File: src/obba_pkg.sv
package obba_pkg;

   localparam int GRID_DIM    = 64;
   localparam int COUNT_WIDTH = 16;
   localparam int IDX_W       = $clog2(GRID_DIM);
   localparam int COORD_W     = 6;
   localparam int AREA_W      = 13;
   localparam int SPAN_W      = IDX_W + 1;
   localparam int GRP_SIZE    = 8;
   localparam int GRP_N       = GRID_DIM / GRP_SIZE;
   localparam int GRP_W       = IDX_W - 3;

   localparam logic [COUNT_WIDTH-1:0] COUNT_MAX = '1;

   typedef enum logic [1:0] {
      CMD_PLACE  = 2'd0,
      CMD_REMOVE = 2'd1,
      CMD_CLEAR  = 2'd2,
      CMD_NONE   = 2'd3
   } cmd_type;

   // lowest set bit of an 8-bit group
   function automatic logic [2:0] first_set8(input logic [7:0] bits);
      logic [2:0] pos;
      pos = '0;
      for (int j = 7; j >= 0; j--) begin
         if (bits[j]) pos = 3'(j);
      end
      return pos;
   endfunction

   // highest set bit of an 8-bit group
   function automatic logic [2:0] last_set8(input logic [7:0] bits);
      logic [2:0] pos;
      pos = '0;
      for (int j = 0; j < 8; j++) begin
         if (bits[j]) pos = 3'(j);
      end
      return pos;
   endfunction

endpackage

File: src/occupancy_bounding_box_area.sv
// flow: the item passes the count memory read-modify-write, the two-stage extent search
//   and the area multiply; a new item is taken only after the result is loaded into
//   the output register, which waits while the output is stalled
// reset: synchronous, active high; clears control, output valid and the per-entry
//   valid bits, so both count memories read as zero right away (no clearing pass)
module occupancy_bounding_box_area
   import obba_pkg::*;
(
   input  logic               clock,
   input  logic               reset,
   input  logic               req_valid,
   output logic               req_stall,
   input  logic [1:0]         req_command,
   input  logic [COORD_W-1:0] req_x_coord,
   input  logic [COORD_W-1:0] req_y_coord,
   output logic               rsp_valid,
   input  logic               rsp_stall,
   output logic [AREA_W-1:0]  rsp_area,
   output logic               rsp_is_empty,
   output logic [COORD_W-1:0] rsp_min_column,
   output logic [COORD_W-1:0] rsp_max_column,
   output logic [COORD_W-1:0] rsp_min_row,
   output logic [COORD_W-1:0] rsp_max_row
);

   typedef enum logic [4:0] {
      S_IDLE = 5'b00001,
      S_UPD  = 5'b00010,
      S_GRP  = 5'b00100,
      S_SPAN = 5'b01000,
      S_MUL  = 5'b10000
   } state_type;

   state_type state_ff, state_in;

   logic [1:0]         cmd_ff;
   logic [COORD_W-1:0] x_ff, y_ff;

   logic [COUNT_WIDTH-1:0] col_mem [GRID_DIM];
   logic [COUNT_WIDTH-1:0] row_mem [GRID_DIM];
   logic [COUNT_WIDTH-1:0] col_rd_ff, row_rd_ff;

   logic [GRID_DIM-1:0] col_valid_ff, row_valid_ff;
   logic [GRID_DIM-1:0] col_occ_ff, row_occ_ff;

   logic                   on_grid;
   logic [COUNT_WIDTH-1:0] col_cnt, row_cnt, col_new, row_new;
   logic                   cnt_we, do_clear;

   logic [GRP_N-1:0] col_any_in, row_any_in, col_any_ff, row_any_ff;
   logic [2:0]       col_first_in [GRP_N];
   logic [2:0]       col_last_in  [GRP_N];
   logic [2:0]       row_first_in [GRP_N];
   logic [2:0]       row_last_in  [GRP_N];
   logic [2:0]       col_first_ff [GRP_N];
   logic [2:0]       col_last_ff  [GRP_N];
   logic [2:0]       row_first_ff [GRP_N];
   logic [2:0]       row_last_ff  [GRP_N];

   logic [IDX_W-1:0] xlo_in, xhi_in, ylo_in, yhi_in;
   logic [IDX_W-1:0] xlo_ff, xhi_ff, ylo_ff, yhi_ff;
   logic             has_x_in, has_y_in, has_x_ff, has_y_ff;

   logic [SPAN_W-1:0]   span_x, span_y;
   logic [2*SPAN_W-1:0] product;
   logic                out_load;

   logic               rsp_valid_ff;
   logic [AREA_W-1:0]  area_ff;
   logic               empty_ff;
   logic [COORD_W-1:0] min_col_ff, max_col_ff, min_row_ff, max_row_ff;

   assign req_stall = (state_ff != S_IDLE);

   // count update
   always_comb begin
      on_grid  = (32'(x_ff) < 32'(GRID_DIM)) && (32'(y_ff) < 32'(GRID_DIM));
      col_cnt  = col_valid_ff[x_ff[IDX_W-1:0]] ? col_rd_ff : '0;
      row_cnt  = row_valid_ff[y_ff[IDX_W-1:0]] ? row_rd_ff : '0;
      col_new  = col_cnt;
      row_new  = row_cnt;
      cnt_we   = 1'b0;
      do_clear = 1'b0;
      if (state_ff == S_UPD) begin
         case (cmd_ff)
            CMD_PLACE: begin
               if (on_grid) begin
                  cnt_we = 1'b1;
                  if (col_cnt != COUNT_MAX) col_new = col_cnt + 1'b1;
                  if (row_cnt != COUNT_MAX) row_new = row_cnt + 1'b1;
               end
            end
            CMD_REMOVE: begin
               if (on_grid && (col_cnt != '0) && (row_cnt != '0)) begin
                  cnt_we  = 1'b1;
                  col_new = col_cnt - 1'b1;
                  row_new = row_cnt - 1'b1;
               end
            end
            CMD_CLEAR: do_clear = 1'b1;
            default: ;
         endcase
      end
   end

   always_ff @(posedge clock) begin
      if (cnt_we) begin
         col_mem[x_ff[IDX_W-1:0]] <= col_new;
         row_mem[y_ff[IDX_W-1:0]] <= row_new;
      end
      col_rd_ff <= col_mem[req_x_coord[IDX_W-1:0]];
      row_rd_ff <= row_mem[req_y_coord[IDX_W-1:0]];
   end

   always_ff @(posedge clock) begin
      if (reset) begin
         col_valid_ff <= '0;
         row_valid_ff <= '0;
         col_occ_ff   <= '0;
         row_occ_ff   <= '0;
      end else if (do_clear) begin
         col_valid_ff <= '0;
         row_valid_ff <= '0;
         col_occ_ff   <= '0;
         row_occ_ff   <= '0;
      end else if (cnt_we) begin
         col_valid_ff[x_ff[IDX_W-1:0]] <= 1'b1;
         row_valid_ff[y_ff[IDX_W-1:0]] <= 1'b1;
         col_occ_ff[x_ff[IDX_W-1:0]]   <= (col_new != '0);
         row_occ_ff[y_ff[IDX_W-1:0]]   <= (row_new != '0);
      end
   end

   // extent search, first level: per group of eight
   always_comb begin
      for (int g = 0; g < GRP_N; g++) begin
         col_any_in[g]   = |col_occ_ff[g*GRP_SIZE +: GRP_SIZE];
         row_any_in[g]   = |row_occ_ff[g*GRP_SIZE +: GRP_SIZE];
         col_first_in[g] = first_set8(col_occ_ff[g*GRP_SIZE +: GRP_SIZE]);
         col_last_in[g]  = last_set8(col_occ_ff[g*GRP_SIZE +: GRP_SIZE]);
         row_first_in[g] = first_set8(row_occ_ff[g*GRP_SIZE +: GRP_SIZE]);
         row_last_in[g]  = last_set8(row_occ_ff[g*GRP_SIZE +: GRP_SIZE]);
      end
   end

   // second level: across groups
   always_comb begin
      xlo_in = '0;
      xhi_in = '0;
      ylo_in = '0;
      yhi_in = '0;
      for (int g = GRP_N - 1; g >= 0; g--) begin
         if (col_any_ff[g]) xlo_in = {GRP_W'(g), col_first_ff[g]};
         if (row_any_ff[g]) ylo_in = {GRP_W'(g), row_first_ff[g]};
      end
      for (int g = 0; g < GRP_N; g++) begin
         if (col_any_ff[g]) xhi_in = {GRP_W'(g), col_last_ff[g]};
         if (row_any_ff[g]) yhi_in = {GRP_W'(g), row_last_ff[g]};
      end
      has_x_in = |col_any_ff;
      has_y_in = |row_any_ff;
   end

   always_ff @(posedge clock) begin
      if (state_ff == S_GRP) begin
         col_any_ff   <= col_any_in;
         row_any_ff   <= row_any_in;
         col_first_ff <= col_first_in;
         col_last_ff  <= col_last_in;
         row_first_ff <= row_first_in;
         row_last_ff  <= row_last_in;
      end
      if (state_ff == S_SPAN) begin
         xlo_ff   <= xlo_in;
         xhi_ff   <= xhi_in;
         ylo_ff   <= ylo_in;
         yhi_ff   <= yhi_in;
         has_x_ff <= has_x_in;
         has_y_ff <= has_y_in;
      end
   end

   // area
   assign span_x  = {1'b0, xhi_ff} - {1'b0, xlo_ff} + SPAN_W'(1);
   assign span_y  = {1'b0, yhi_ff} - {1'b0, ylo_ff} + SPAN_W'(1);
   assign product = span_x * span_y;

   assign out_load = (state_ff == S_MUL) && (!rsp_valid_ff || !rsp_stall);

   always_comb begin
      state_in = state_ff;
      unique case (state_ff)
         S_IDLE: if (req_valid) state_in = S_UPD;
         S_UPD:  state_in = S_GRP;
         S_GRP:  state_in = S_SPAN;
         S_SPAN: state_in = S_MUL;
         S_MUL:  if (out_load) state_in = S_IDLE;
         default: state_in = S_IDLE;
      endcase
   end

   always_ff @(posedge clock) begin
      if (reset) begin
         state_ff     <= S_IDLE;
         rsp_valid_ff <= 1'b0;
      end else begin
         state_ff <= state_in;
         if (out_load) begin
            rsp_valid_ff <= 1'b1;
         end else if (!rsp_stall) begin
            rsp_valid_ff <= 1'b0;
         end
      end
   end

   always_ff @(posedge clock) begin
      if (state_ff == S_IDLE && req_valid) begin
         cmd_ff <= req_command;
         x_ff   <= req_x_coord;
         y_ff   <= req_y_coord;
      end
      if (out_load) begin
         if (has_x_ff && has_y_ff) begin
            area_ff    <= product[AREA_W-1:0];
            empty_ff   <= 1'b0;
            min_col_ff <= COORD_W'(xlo_ff);
            max_col_ff <= COORD_W'(xhi_ff);
            min_row_ff <= COORD_W'(ylo_ff);
            max_row_ff <= COORD_W'(yhi_ff);
         end else begin
            area_ff    <= '0;
            empty_ff   <= 1'b1;
            min_col_ff <= '0;
            max_col_ff <= '0;
            min_row_ff <= '0;
            max_row_ff <= '0;
         end
      end
   end

   assign rsp_valid      = rsp_valid_ff;
   assign rsp_area       = area_ff;
   assign rsp_is_empty   = empty_ff;
   assign rsp_min_column = min_col_ff;
   assign rsp_max_column = max_col_ff;
   assign rsp_min_row    = min_row_ff;
   assign rsp_max_row    = max_row_ff;

endmodule

File: config.mk
export PLATFORM = sky130hd
export DESIGN_NAME = occupancy_bounding_box_area
export DESIGN_NICKNAME = d
export VERILOG_FILES = /design/src/obba_pkg.sv /design/src/occupancy_bounding_box_area.sv
export SDC_FILE = /design/constraint.sdc
export NUM_CORES = 2
export LEC_CHECK = 0
export BUFFER_PORTS_ARGS = -buffer_cell sky130_fd_sc_hd__buf_2
export CORE_ASPECT_RATIO = 1.5
export CORE_MARGIN = 2
export CORE_UTILIZATION = 50
export DETAILED_ROUTE_END_ITERATION = 12
export PLACE_DENSITY = 0.71
export SYNTH_ARGS = -nofsm -noshare
export SYNTH_HDL_FRONTEND = slang
export SYNTH_SLANG_ARGS = --single-unit
File: constraint.sdc
create_clock -name clock -period 10.8 [get_ports clock]
set_clock_uncertainty 0.1 [all_clocks]
set_input_delay 0 -clock clock [delete_from_list [all_inputs] [get_ports clock]]
set_output_delay 0 -clock clock [all_outputs]
set_load 0.05 [all_outputs]
* Word-level counts from Yosys, hierarchy flattened *
Memory sizes are Yosys's and may differ from the RTL's. A register that Yosys moved wholly into a read port is not among the register bits.
Cells that the tools add are included.

operators by class
  add/subtract/negate cells = 8
  reductions and logical operators = 106
  bitwise gates (word level) = 2
  order comparisons = 4
  mux-type cells = 273
  eq/ne operators = 13
  multipliers = 1

operators by type and width
  operator                 count
  $mux W3                  102
  $reduce_or A4 Y1         36
  $reduce_or A8 Y1         18
  $bwmux W64               2
  $mux W16                 8
  $mux W2                  64
  $or A64 B64 Y64          2
  $mux W6                  14
  $reduce_or A2 Y1         37
  $pmux W16 S2             2
  $reduce_bool A16 Y1      4
  $mux W1                  61
  $mux W5                  10
  $add A16 B1 Y16 const B  2
  $ne A16 B16 Y1 const B   2
  $sub A16 B1 Y16 const B  2
  $pmux W5 S5              1
  $mux W4                  4
  $add A7 B1 Y7 const B    2
  $lt A6 B7 Y1 const B     2
  $sub A6 B6 Y7            2
  $mul A7 B7 Y13           1
  $bmux W1 S6              2
  $demux W1 S6             2
  other kinds (17)         25

storage, ports and cells
  bits in registers = 452
  memory bits (writable) = 2048
  output and inout bits = 40
  memories kept = 2
  logic and storage cells = 540

memory list
  memory   words  bits a word  rd ports  clocked after memory_dff  write ports  RTL line                           source
  col_mem  64     16           1         1                         1            occupancy_bounding_box_area.sv:39  logic [COUNT_WIDTH-1:0] col_mem [GRID_DIM];
  row_mem  64     16           1         1                         1            occupancy_bounding_box_area.sv:40  logic [COUNT_WIDTH-1:0] row_mem [GRID_DIM];

* Logic depth before layout (Yosys ltp) *
  depth in word-level cells = 10
  mapped depth = 29
  gate-level depth less buffers = 29

* Least setup slack after synthesis *
OpenSTA, ideal clock, no wires.

  path kind = reg-to-reg
  start point = register x_ff[1]
  end point = register row_occ_ff[14]
  arrival = 7527 ps
  clock period less this slack = 7714 ps
  cell stages (with the launch flop) = 24
  setup slack = 3086 ps
  cell sequence = edfxtp_1 nor2b_1 clkbuf_1 a22oi_1 nand3_1 and4_4 nand2_1 clkbuf_1 clkbuf_1 nand2_1 ha_1 or3b_2 nor3_2 and3_1 a21o_1 buf_6 clkbuf_1 a211oi_1 o32ai_1 nor3_1 o2111ai_1 nor4_4 buf_2 a211oi_1

between the ends
  longest elaborated chain between the ends = 10

ends and longest elaborated chain
  item                             RTL line                            source
  from (decl)                      occupancy_bounding_box_area.sv:37   logic [COORD_W-1:0] x_ff, y_ff;
  from (signal assigned)           occupancy_bounding_box_area.sv:219  x_ff <= req_x_coord;
  $bmux W1 S6                      occupancy_bounding_box_area.sv:78   col_cnt = col_valid_ff[x_ff[IDX_W-1:0]] ? col_rd_ff : '0;
  $mux W1 (implied by the code)    occupancy_bounding_box_area.sv:78
  $mux W16                         occupancy_bounding_box_area.sv:78
  $reduce_bool A16 Y1              occupancy_bounding_box_area.sv:94   if (on_grid && (col_cnt != '0) && (row_cnt != '0)) begin
  $logic_and A1 B1 Y1              occupancy_bounding_box_area.sv:94
  $mux W16                         occupancy_bounding_box_area.sv:94
  $pmux W16 S2                     occupancy_bounding_box_area.sv:85   case (cmd_ff)
  $mux W16                         occupancy_bounding_box_area.sv:84   if (state_ff == S_UPD) begin
  via row_new[3]                   occupancy_bounding_box_area.sv:47   logic [COUNT_WIDTH-1:0] col_cnt, row_cnt, col_new, row_new;
  $reduce_bool A16 Y1              occupancy_bounding_box_area.sv:130  row_occ_ff[y_ff[IDX_W-1:0]] <= (row_new != '0);
  $bwmux W64                       occupancy_bounding_box_area.sv:130
  to (signal, indexed assignment)  occupancy_bounding_box_area.sv:130
  to (decl)                        occupancy_bounding_box_area.sv:44   logic [GRID_DIM-1:0] col_occ_ff, row_occ_ff;

The timed path passes the listed nets, and every way through them passes these cells. The select of a mux whose other input is x is not followed.
A chain may end at the register's enable or synchronous reset.

* Worst setup path in the final report *
  start point = register x_ff[2]
  end point = register col_occ_ff[11]

between the ends
  longest elaborated chain between the ends = 10

ends and longest elaborated chain
  item                                                                     RTL line                            source
  $bmux W1 S6 (*)                                                          occupancy_bounding_box_area.sv:78
  $mux W1 (implied by the code) (*)                                        occupancy_bounding_box_area.sv:78
  $mux W16 (*)                                                             occupancy_bounding_box_area.sv:78
  parallel branches: the longest is 4 deep, another holds $sub A16 B1 Y16  --
  $mux W16 (*)                                                             occupancy_bounding_box_area.sv:84
  via col_new[4]                                                           occupancy_bounding_box_area.sv:47
  $reduce_bool A16 Y1 (*)                                                  occupancy_bounding_box_area.sv:129  col_occ_ff[x_ff[IDX_W-1:0]] <= (col_new != '0);
  $bwmux W64 (*)                                                           occupancy_bounding_box_area.sv:129
  to (signal, indexed assignment)                                          occupancy_bounding_box_area.sv:129
  to (decl)                                                                occupancy_bounding_box_area.sv:44

Mark *: on every way through the listed nets, which the timed path passes. The select of a mux whose other input is x is not followed.

==> results.toml <==
[drt]
drt_iter0_drc = 6268
wirelength_um = 256000
vias = 53224
viasPerCell = 6.24
route.detailed.drc = 0
wl_per_cell_um = 30.0
dr.pass1.iters = 6
postRouteAntennaNets = 0

[clock_network]
clk_latency_ns = 0.90
hold_buffers = 22
post_cts_buffers = 0
cts_made_buffers = 223
clock-sinks = 2532
clk_pin_slew_worst_paths_ns = 0.07
cts_resized = 0
cts_tree = "built"
h-tree-depth = 4
root_buffer = "clkbuf_16"
cts_buffer_depth = 3

[global_routing]
grt_pass1_vias = 53960
grt_pass1_wl_um = 372000
antenna_found_initial = 9
grt.overflow.total = 0
grt_util_met3_pct = 3.58
busiest_layer = "met2"
grt_max_degree = 137
grt_use_met2_pct = 42.6
gr-usage-met1_pct = 30.8
track_usage_pct = 25.0

[critical_path]
endpoint_kind = "register"
arrival_ns = 9.08
critical_path.top_delay_family = "simple AND/OR/NAND/NOR gates"
critPathMaxFanout = 65
cp_num_buf_inv = 1
start_kind = "register"
cp.required_ns = 11.42
critPathKind = "reg2reg"
critPathSlowestCell = "ha_1"
cp_common_cell = "nand2_1"
max_stage_delay_ns = 0.73
crit_chain = "nor2b_1 -> a22oi_1 -> nand3_1 -> and4_1 -> nand2_1 -> nand2_1 -> ha_1 -> or3b_2 -> nor3_2 -> and3_1 -> a21o_1 -> a21oi_2 -> a22o_1 -> a31o_2 -> or4_4 -> nor3_4 -> buf_4 -> a211oi_1"

[hold_path]
hold_class = "in2reg"

[sta]
tightest_slew_ns = 1.42
slew_violations = 0
max_freq_ghz = 0.118
hold_viol_final = 0
period_needed_ns = 8.45
period_share_pct = 78.3
relSlewSlack_pct = 5.00
rsz0062_at_grt = "no"
timing.setup.tns_ns = 0
setup_viol = 0

[power]
p_switching_mw = 4.71
power_frac_comb_pct = 6.8
p_per_area_nw_per_um2 = 182
max-vdd-ir-drop_uv = 157
seqPwrFrac_pct = 53.2
clkPwrFrac_pct = 40.0
leakage_nw = 36.5
power_mw = 20.7
p_sw_share_pct = 22.7
power.internal_mw = 16.0

[floorplan]
die-area_sq_um = 206000
fp.coreArea_sq_um = 202000
rows = 202
fp.dieW_um = 371
start_util_pct = 50.2
boundaryPins = 58
die_y_um = 555

[synthesis]
yosysWarnings = 0
synth-main-ff-cell = "edfxtp_1"
synth-edff-count = 2238
synthesis.nets = 5616
avgSynthCellArea_sq_um = 18.4
synth_cell_types = 80
ys_top_cells_by_area = "edfxtp_1 66%, mux4_2 15%, dfxtp_1 5.8%"
synth_common_cells = "2238 x edfxtp_1, 724 x nor2_1, 673 x mux4_2, 294 x dfxtp_1, 179 x clkbuf_1"
yosys.area.top_type = "edfxtp_1"
yosysMostFrequentCell = "edfxtp_1"
synth-seq-cells = 2532
synth_top_area_share_pct = 66.4
synth_cells = 5517
syn_area_sq_um = 101000
async_reset_ff_share_pct = 0
synth-seq-area-share_pct = 72.2

[finish]
drive_gt1_share_pct = 24.8
post-route-util_pct = 56.4
nNetsFinal = 5783
syn_to_final_growth_pct = 12.3

[job]
drv_cap = 0

[placement]
dp_hpwl_um = 151000
placement.io_buffers = 57
gp_congestion = 0.922

[status]
status = "finished, final reports clean"
[per-layer routing]
layer / wire length [um] / vias to the layer above / share of wire [%]
met3: 15700 / 592 / 6.1
met5: 26 / - / 0.010
met2: 131000 / 2242 / 51
met4: 16100 / 4 / 6.3
met1: 92600 / 27858 / 36
li1: - / 22528 / -
[placed cells by master, fill, tap and decap left out, drive strengths merged, types with 22 or more instances in the layout]
cell,instances
nand3,68
a22oi,25
a211oi,143
xnor2,22
dlygate4sd3,22
ha,56
o21bai,45
buf,204
nand2,118
inv,127
clkbuf,272
dfxtp,294
nor3,70
and3,31
mux2i,70
o21ai,53
clkinv,98
mux4,673
bufinv,26
a21oi,121
nor2b,29
nor4,43
nor2,724
fa,25
edfxtp,2238
[tightest hold or removal path, delay by kind of cell]
kind / cells / cell delay, ns
AO/OA/AOI/OAI: 1 / 0.08
buffers and inverters: 2 / 0.70
AND/OR/NAND/NOR: 1 / 0.21
[layout make-up]
cell class	count	area, sq um
clock inverters	145	1660
diodes	6	15.0
inverters	119	447
clock buffers	272	6070
flip-flops and latches	2532	73100
multi-input cells	2582	27400
fillers	14983	88000
well taps	2652	3320
repair buffers	226	1700
[state kept, by name, summed over array words and instances, names as in the netlist, 24 cells and up]
| name | flops |
|---|---|
| col_mem | 1024 |
| row_occ_ff | 64 |
| row_last_ff | 24 |
| row_valid_ff | 64 |
| col_occ_ff | 64 |
| row_first_ff | 24 |
| col_last_ff | 24 |
| col_valid_ff | 64 |
| col_first_ff | 24 |
| row_mem | 1024 |
[power groups by stage]
stage / clock [mW] / combinational [mW] / sequential, mW
2_1_floorplan: 0 / 0.873 / 11.2
3_3_place_gp: 0 / 1.37 / 11.2
3_5_place_dp: 0 / 1.42 / 11.2
4_1_cts: 8.38 / 1.43 / 11.0
5_1_grt: 8.75 / 1.50 / 11.0
6_report: 8.29 / 1.42 / 11.0
[final timing paths]
kind                                        from          endpoint  slack, ns  cells after the start
worst max-delay path                     x_ff[2]    col_occ_ff[11]       2.35                     18
worst min-delay path                   req_valid       state_ff[4]       0.08                      4
worst min register to register  row_valid_ff[62]  row_valid_ff[62]       0.37                      2
worst max register to register           x_ff[2]    col_occ_ff[11]       2.35                     18
[stage by stage]
| step | hold slack [ns] | cell area (sq um) | std cells | setup WS [ns] |
|---|---|---|---|---|
| 2_1_floorplan | -0.0309 | 101000 | 5517 | 3.09 |
| 3_3_place_gp | 0.162 | 106000 | 8089 | 2.66 |
| 3_5_place_dp | 0.154 | 106000 | 8089 | 2.45 |
| 4_1_cts | 0.00125 | 114000 | 8528 | 2.44 |
| 5_1_grt | 0.0961 | 114000 | 8531 | 1.76 |
| 6_report | 0.0828 | 114000 | 8534 | 2.35 |
[cell families after synthesis]
kind of cell    Yosys count  share of synthesized area, %
mux                     744                          15.7
simple gates           1191                          5.23
flops                  2532                          72.2
fa+ha+maj                81                          1.19
compound gates          536                          3.88
xor+xnor                 30                         0.259
buf+inv                 403                          1.60
Power figures use the tool's default switching activity.
